**src/sv/skf_pkg.sv**
```systemverilog
// Shared types, command codes and the scan-code set 1 to ASCII table
// for the scancode key FIFO. No dependencies.
package skf_pkg;

  // Command codes carried in the request's cmd field.
  localparam logic CmdEvent = 1'b0;
  localparam logic CmdRead  = 1'b1;

  localparam int unsigned CodeW  = 8;
  localparam int unsigned CharW  = 7;
  localparam int unsigned CountW = 5;

  typedef struct packed {
    logic             cmd;
    logic             status_ready;
    logic [CodeW-1:0] scan_code;
  } req_t;

  typedef struct packed {
    logic [CharW-1:0]  key_char;
    logic              key_valid;
    logic              buffer_empty;
    logic              buffer_full;
    logic [CountW-1:0] keys_buffered;
  } rsp_t;

  // Make code (bit 7 clear) to ASCII; unmapped codes give 0.
  function automatic logic [CharW-1:0] set1_ascii(input logic [CharW-1:0] code);
    logic [CharW-1:0] ch;
    case (code)
      7'd2:    ch = 7'h31; // 1
      7'd3:    ch = 7'h32;
      7'd4:    ch = 7'h33;
      7'd5:    ch = 7'h34;
      7'd6:    ch = 7'h35;
      7'd7:    ch = 7'h36;
      7'd8:    ch = 7'h37;
      7'd9:    ch = 7'h38;
      7'd10:   ch = 7'h39;
      7'd11:   ch = 7'h30; // 0
      7'd12:   ch = 7'h2D; // -
      7'd13:   ch = 7'h3D; // =
      7'd14:   ch = 7'h08; // backspace
      7'd15:   ch = 7'h09; // tab
      7'd16:   ch = 7'h71; // q
      7'd17:   ch = 7'h77;
      7'd18:   ch = 7'h65;
      7'd19:   ch = 7'h72;
      7'd20:   ch = 7'h74;
      7'd21:   ch = 7'h79;
      7'd22:   ch = 7'h75;
      7'd23:   ch = 7'h69;
      7'd24:   ch = 7'h6F;
      7'd25:   ch = 7'h70;
      7'd26:   ch = 7'h5B; // [
      7'd27:   ch = 7'h5D; // ]
      7'd28:   ch = 7'h0A; // enter -> newline
      7'd30:   ch = 7'h61; // a
      7'd31:   ch = 7'h73;
      7'd32:   ch = 7'h64;
      7'd33:   ch = 7'h66;
      7'd34:   ch = 7'h67;
      7'd35:   ch = 7'h68;
      7'd36:   ch = 7'h6A;
      7'd37:   ch = 7'h6B;
      7'd38:   ch = 7'h6C;
      7'd39:   ch = 7'h3B; // ;
      7'd40:   ch = 7'h27; // quote
      7'd41:   ch = 7'h60; // backtick
      7'd43:   ch = 7'h5C; // backslash
      7'd44:   ch = 7'h7A; // z
      7'd45:   ch = 7'h78;
      7'd46:   ch = 7'h63;
      7'd47:   ch = 7'h76;
      7'd48:   ch = 7'h62;
      7'd49:   ch = 7'h6E;
      7'd50:   ch = 7'h6D;
      7'd51:   ch = 7'h2C; // ,
      7'd52:   ch = 7'h2E; // .
      7'd53:   ch = 7'h2F; // /
      7'd57:   ch = 7'h20; // space
      default: ch = '0;
    endcase
    return ch;
  endfunction

endpackage

```
**src/sv/skf_ram.sv**
```systemverilog
// Generic single-write, single-read RAM with registered read data.
// No dependencies.
module skf_ram #(
  parameter int unsigned Width = 8,
  parameter int unsigned Depth = 16
) (
  input  logic                     clk_i,
  input  logic                     we_i,
  input  logic [$clog2(Depth)-1:0] waddr_i,
  input  logic [Width-1:0]         wdata_i,
  input  logic                     re_i,
  input  logic [$clog2(Depth)-1:0] raddr_i,
  output logic [Width-1:0]         rdata_o
);

  logic [Width-1:0] mem_q [Depth];
  logic [Width-1:0] rdata_q;

  always_ff @(posedge clk_i) begin
    if (we_i) begin
      mem_q[waddr_i] <= wdata_i;
    end
    if (re_i) begin
      rdata_q <= mem_q[raddr_i];
    end
  end

  assign rdata_o = rdata_q;

endmodule

```
**src/sv/scancode_key_fifo_unit.sv**
```systemverilog
// Top level of the scancode key FIFO: request control, pointers and result register.
// Depends on skf_pkg and skf_ram.
//
// Keyboard front end with a character ring buffer. Each request is either a
// controller event (cmd = CmdEvent) or a read (cmd = CmdRead), and each gives
// exactly one result carrying the buffer status after that request. An event
// with status_ready set and a make code (scan_code bit 7 clear) is translated
// through the scan-code set 1 table and pushed; unmapped codes push 0. Break
// codes, events without status_ready and pushes into a full buffer leave the
// buffer unchanged. A read of an empty buffer returns key_char 0, key_valid 0.
// Timing: an event or an empty read is done at the accepting edge, its result
// registered there. A read that pops passes through the StRdata state, as the
// character RAM has registered read data; no new request is taken in StRdata.
// A new request is accepted while the previous result is being taken in the
// same cycle. Reset needs no clearing pass: only written entries are ever
// read. keys_buffered shows the count modulo 32.
module scancode_key_fifo_unit #(
  parameter int unsigned DEPTH = 16
) (
  input  logic          clk_i,
  input  logic          rst_ni,
  input  logic          in_valid_i,
  output logic          in_ready_o,
  input  skf_pkg::req_t in_req_i,
  output logic          out_valid_o,
  input  logic          out_ready_i,
  output skf_pkg::rsp_t out_rsp_o
);

  import skf_pkg::*;

  localparam int unsigned PtrW    = $clog2(DEPTH);
  localparam int unsigned CntW    = $clog2(DEPTH + 1);
  localparam int unsigned CntExtW = CntW + CountW;

  typedef enum logic [1:0] {
    StIdle  = 2'b01,  // ready for a request
    StRdata = 2'b10   // popped character on its way out of the RAM
  } state_e;

  state_e state_q, state_d;

  logic [PtrW-1:0] rd_ptr_q, rd_ptr_d;
  logic [PtrW-1:0] wr_ptr_q, wr_ptr_d;
  logic [CntW-1:0] count_q, count_d;
  logic            out_valid_q, out_valid_d;
  rsp_t            out_q, out_d;

  logic             accept;
  logic             is_full, is_empty;
  logic             push, pop;
  logic [CharW-1:0] push_char;
  logic [CharW-1:0] ram_rdata;
  logic             full_nxt;
  logic [CntExtW-1:0] count_ext;

  // Take a request only in idle, and only if the result slot is free now
  // or is being emptied at this edge.
  assign in_ready_o = (state_q == StIdle) && (!out_valid_q || out_ready_i);
  assign accept     = in_valid_i && in_ready_o;

  assign is_full  = (count_q == CntW'(DEPTH));
  assign is_empty = (count_q == '0);

  assign push = accept && (in_req_i.cmd == CmdEvent) && in_req_i.status_ready &&
                !in_req_i.scan_code[CodeW-1] && !is_full;
  assign pop  = accept && (in_req_i.cmd == CmdRead) && !is_empty;

  assign push_char = set1_ascii(in_req_i.scan_code[CharW-1:0]);

  skf_ram #(
    .Width (CharW),
    .Depth (DEPTH)
  ) u_char_ram (
    .clk_i   (clk_i),
    .we_i    (push),
    .waddr_i (wr_ptr_q),
    .wdata_i (push_char),
    .re_i    (pop),
    .raddr_i (rd_ptr_q),
    .rdata_o (ram_rdata)
  );

  // Pointers wrap at DEPTH, which need not be a power of two.
  always_comb begin
    wr_ptr_d = wr_ptr_q;
    rd_ptr_d = rd_ptr_q;
    count_d  = count_q;
    if (push) begin
      wr_ptr_d = (wr_ptr_q == PtrW'(DEPTH - 1)) ? '0 : wr_ptr_q + 1'b1;
      count_d  = count_q + 1'b1;
    end else if (pop) begin
      rd_ptr_d = (rd_ptr_q == PtrW'(DEPTH - 1)) ? '0 : rd_ptr_q + 1'b1;
      count_d  = count_q - 1'b1;
    end
  end

  assign full_nxt  = (count_d == CntW'(DEPTH));
  assign count_ext = CntExtW'(count_d);

  // Result register. Status fields are loaded at acceptance; a popping read
  // fills key_char and raises valid in the following cycle from the RAM output.
  always_comb begin
    state_d     = state_q;
    out_valid_d = out_valid_q;
    out_d       = out_q;
    if (out_valid_q && out_ready_i) begin
      out_valid_d = 1'b0;
    end
    case (state_q)
      StIdle: begin
        if (accept) begin
          out_d.key_char      = '0;
          out_d.key_valid     = pop;
          out_d.buffer_empty  = (count_d == '0);
          out_d.buffer_full   = full_nxt;
          out_d.keys_buffered = count_ext[CountW-1:0];
          if (pop) begin
            state_d = StRdata;
          end else begin
            out_valid_d = 1'b1;
          end
        end
      end
      StRdata: begin
        out_d.key_char = ram_rdata;
        out_valid_d    = 1'b1;
        state_d        = StIdle;
      end
      default: begin
        state_d = StIdle;
      end
    endcase
  end

  always_ff @(posedge clk_i or negedge rst_ni) begin
    if (!rst_ni) begin
      state_q     <= StIdle;
      rd_ptr_q    <= '0;
      wr_ptr_q    <= '0;
      count_q     <= '0;
      out_valid_q <= 1'b0;
    end else begin
      state_q     <= state_d;
      rd_ptr_q    <= rd_ptr_d;
      wr_ptr_q    <= wr_ptr_d;
      count_q     <= count_d;
      out_valid_q <= out_valid_d;
    end
  end

  always_ff @(posedge clk_i) begin
    out_q <= out_d;
  end

  assign out_valid_o = out_valid_q;
  assign out_rsp_o   = out_q;

endmodule
```
**config.mk**
```make
export PLATFORM = sky130hd
export DESIGN_NAME = scancode_key_fifo_unit
export DESIGN_NICKNAME = d
export VERILOG_FILES = /design/src/sv/skf_pkg.sv /design/src/sv/skf_ram.sv /design/src/sv/scancode_key_fifo_unit.sv
export SDC_FILE = /design/constraint.sdc
export NUM_CORES = 1
export LEC_CHECK = 0
export ABC_AREA = 1
export BUFFER_PORTS_ARGS = -buffer_cell sky130_fd_sc_hd__buf_2
export CAP_MARGIN = 5
export CORE_UTILIZATION = 35
export CTS_CLUSTER_DIAMETER = 200
export DETAILED_ROUTE_END_ITERATION = 16
export GPL_TIMING_DRIVEN = 0
export SKIP_CTS_REPAIR_TIMING = 1
export SLEW_MARGIN = 20
export SYNTH_ARGS = -nofsm -noshare
export SYNTH_HDL_FRONTEND = slang
export SYNTH_HIERARCHICAL = 1
export SYNTH_SLANG_ARGS = --single-unit
```
**constraint.sdc**
```tcl
create_clock -name clk_i -period 2.8 [get_ports clk_i]
set_clock_uncertainty 0.1 [all_clocks]
set_input_delay 0.56 -clock clk_i [delete_from_list [all_inputs] [get_ports clk_i]]
set_output_delay 0.56 -clock clk_i [all_outputs]
set_load 0.1 [all_outputs]
```
==> flow_metrics.tcl <==
set metrics [dict create \
    synth_area_um2 7300 \
    yosysSeqAreaShare 0.606 \
    cp_slowest_cell "nor2_1" \
    hold_class "in2reg" \
    path_clk_slew_ns 0.06 \
    relSlewSlack 0.428 \
    multi_input_area_um2 2280 \
    numPortBuffers 30 \
    path_max_fanout 11 \
    numClockSinks 150 \
    syn2layout_area_growth_pct 16.2 \
    max_stage_delay_ns 0.66 \
    worst-setup-path-type "reg2reg" \
    drc 0 \
    core_um2 20400 \
    powerDensity_nw_per_um2 999 \
    drt-met1-wl_um 7700 \
    min_period_over_period 0.976 \
    drive_gt1_frac 0.138 \
    postLayoutSetupSlackWorst_ns 0.0685 \
    synth.largest_area_cell "edfxtp_1" \
    grt_usage 0.168 \
    leakage_uw 0.00372 \
    outcome "completed" \
    grt_max_degree 18 \
    ir_drop_uv 562 \
    final_util 0.417 \
    drtAntennaViolNets 0 \
    hpwl_um 11700 \
    worstPathBufferInverterCount 0 \
    vias_per_cell 4.71 \
    setup_violations 0 \
    rsz0062_at_grt "true" \
    wl_met3_um 936 \
    synth_top_area_frac 0.551 \
    reg2reg_from "state_q[0]$_DFFE_PN1P_" \
    grt_overflow 0 \
    crit_chain "ha_1 > nand3_4 > nor2_4 > nand3_1 > nor2_1" \
    antennaDiodeCount 0 \
    clk_path_buf_depth 2 \
    die_h_um 146 \
    start_util 0.358 \
    regArea_um2 4430 \
    ys_async_sr_fraction 0.107 \
    cts_buffers 17 \
    num-fill-cells 1975 \
    synthTopCellsByArea "edfxtp_1, nand2_1, nand3_1" \
    h-tree-depth 4 \
    synthFlopType "edfxtp_1" \
    synthCells 765 \
    grt_antenna_before_repair 0 \
    min-delay-start "out_ready_i" \
    clockRootBuffer "clkbuf_16" \
    grt_pass1_wl_um 27000 \
    io_pins 31 \
    start_kind "register" \
    finalHoldViolations 0 \
    yosysWarnings 6 \
    slew_viol_final 0 \
    drt_pass1_iterations 5 \
    cp.required_ns 2.75 \
    cts_tree "done" \
    gp_congestion 0.969 \
    ys_ff_latch 150 \
    fp-row-count 52 \
    cpLargestDelayFamily "simple AND/OR/NAND/NOR gates" \
    ys_types 40 \
    highest-signal-layer "met4" \
    final_common_cell "nand2_1" \
    wirelength_um 16900 \
    critPathArrivalTime_ns 2.69 \
    grt_pass1_vias 4944 \
    finalCriticalPeriod_ns 2.73 \
    dieArea_um2 21400 \
    timing.fmax_mhz 366 \
    clkLatencyLatePin_ns 0.42 \
    worst_pin_slew_ns 0.858 \
    synth_edf_count 134 \
    vias 5187 \
    drt_iter0_drc 385 \
    syn_avg_cell_area_um2 9.54 \
    maxCapViolCount 0 \
    met2_length_um 7930 \
    crit_start "state_q[0]$_DFFE_PN1P_" \
    cp-end-kind "register" \
    final_nets 848 \
    die_w_um 146 \
    final_cell_mix "nand2_1, edfxtp_1, inv_1" \
    pre_cts_slack_ns -0.215 \
    syn-num-nets 795 \
    wl_per_cell_um 15.3 \
]
Yosys cell counts (all sizes together) (3+ instances only):
library cell and instances:
nor2 38, a21oi 20, a31oi 4, clkbuf 5, dfrtp 15, nand4 5
nand3 108, o21ai 17, o211ai 3, nand3b 3, inv 128, edfxtp 134
buf 22, ha 16, nand2 228
worst paths after layout:
kind,to,depth (start not counted),slack (ns)
worst max register to register,u_char_ram/mem_q[15][2]$_DFFE_PP_,5,0.07
worst max-delay path,u_char_ram/mem_q[15][2]$_DFFE_PP_,5,0.07
worst min register to register,out_rsp_o[10]$_DFFE_PP_,2,0.40
worst min-delay path,out_valid_o$_DFF_PN0_,4,0.38
min in group asynchronous,out_valid_o$_DFF_PN0_,2,0.49
max in group asynchronous,state_q[0]$_DFFE_PN1P_,2,1.81
routing by layer:
| layer | global-route usage | vias up |
|---|---|---|
| met3 | 0.0306 | 24 |
| met4 | 0.0620 | 0 |
| met2 | 0.264 | 161 |
| met1 | 0.230 | 2404 |
| met5 | 0 | - |
| li1 | - | 2598 |
report_power, final:
part / total, uW / switching, uW / internal [uW]
registers: 2930 / 162 / 2770
clock network: 2370 / 885 / 1490
logic: 3170 / 2390 / 786
logic make-up after synthesis:
family,synth area share
fa+ha+maj,0.0274
compound gates,0.0413
xor+xnor,0.00360
buf+inv,0.0869
flops,0.606
simple gates,0.233
mux,0.00137
metrics by stage:
stage	TNS [ns]	instance area (um2)	std cells	hold WS (ns)	power (uW)
after floorplan	0	7300	765	0.164	5310
after global placement	-68.19	7790	1065	0.387	6100
after detailed placement	-4.60	7860	1068	0.390	6130
after CTS	0	8470	1100	-0.0489	8510
after global routing	-3.48	8480	1101	0.391	8930
final	0	8480	1101	0.383	8480
area by class of cell:
class	instances	share of cell area
clock buffers	19	0.0510
multi-input cells	459	0.269
plain buffers	27	0.0177
inverters	129	0.0571
flip-flops and latches	150	0.522
clock inverters	13	0.0212
repair buffers	34	0.0229
well taps	270	0.0398
state kept, by name, summed over array words and instances, names as in the netlist:
| register | count |
|---|---|
| out_rsp_o | 15 |
| state_q | 2 |
| count_q | 5 |
| wr_ptr_q | 4 |
| u_char_ram/rdata_o | 7 |
| rd_ptr_q | 4 |
| u_char_ram/mem_q | 112 |
| out_valid_o | 1 |
tightest hold or removal path: stages:
cell	delay (ns)
buf_2	0.07
inv_1	0.04
nand2_2	0.10
o22ai_1	0.09
(Power assumes the default switching activity.)
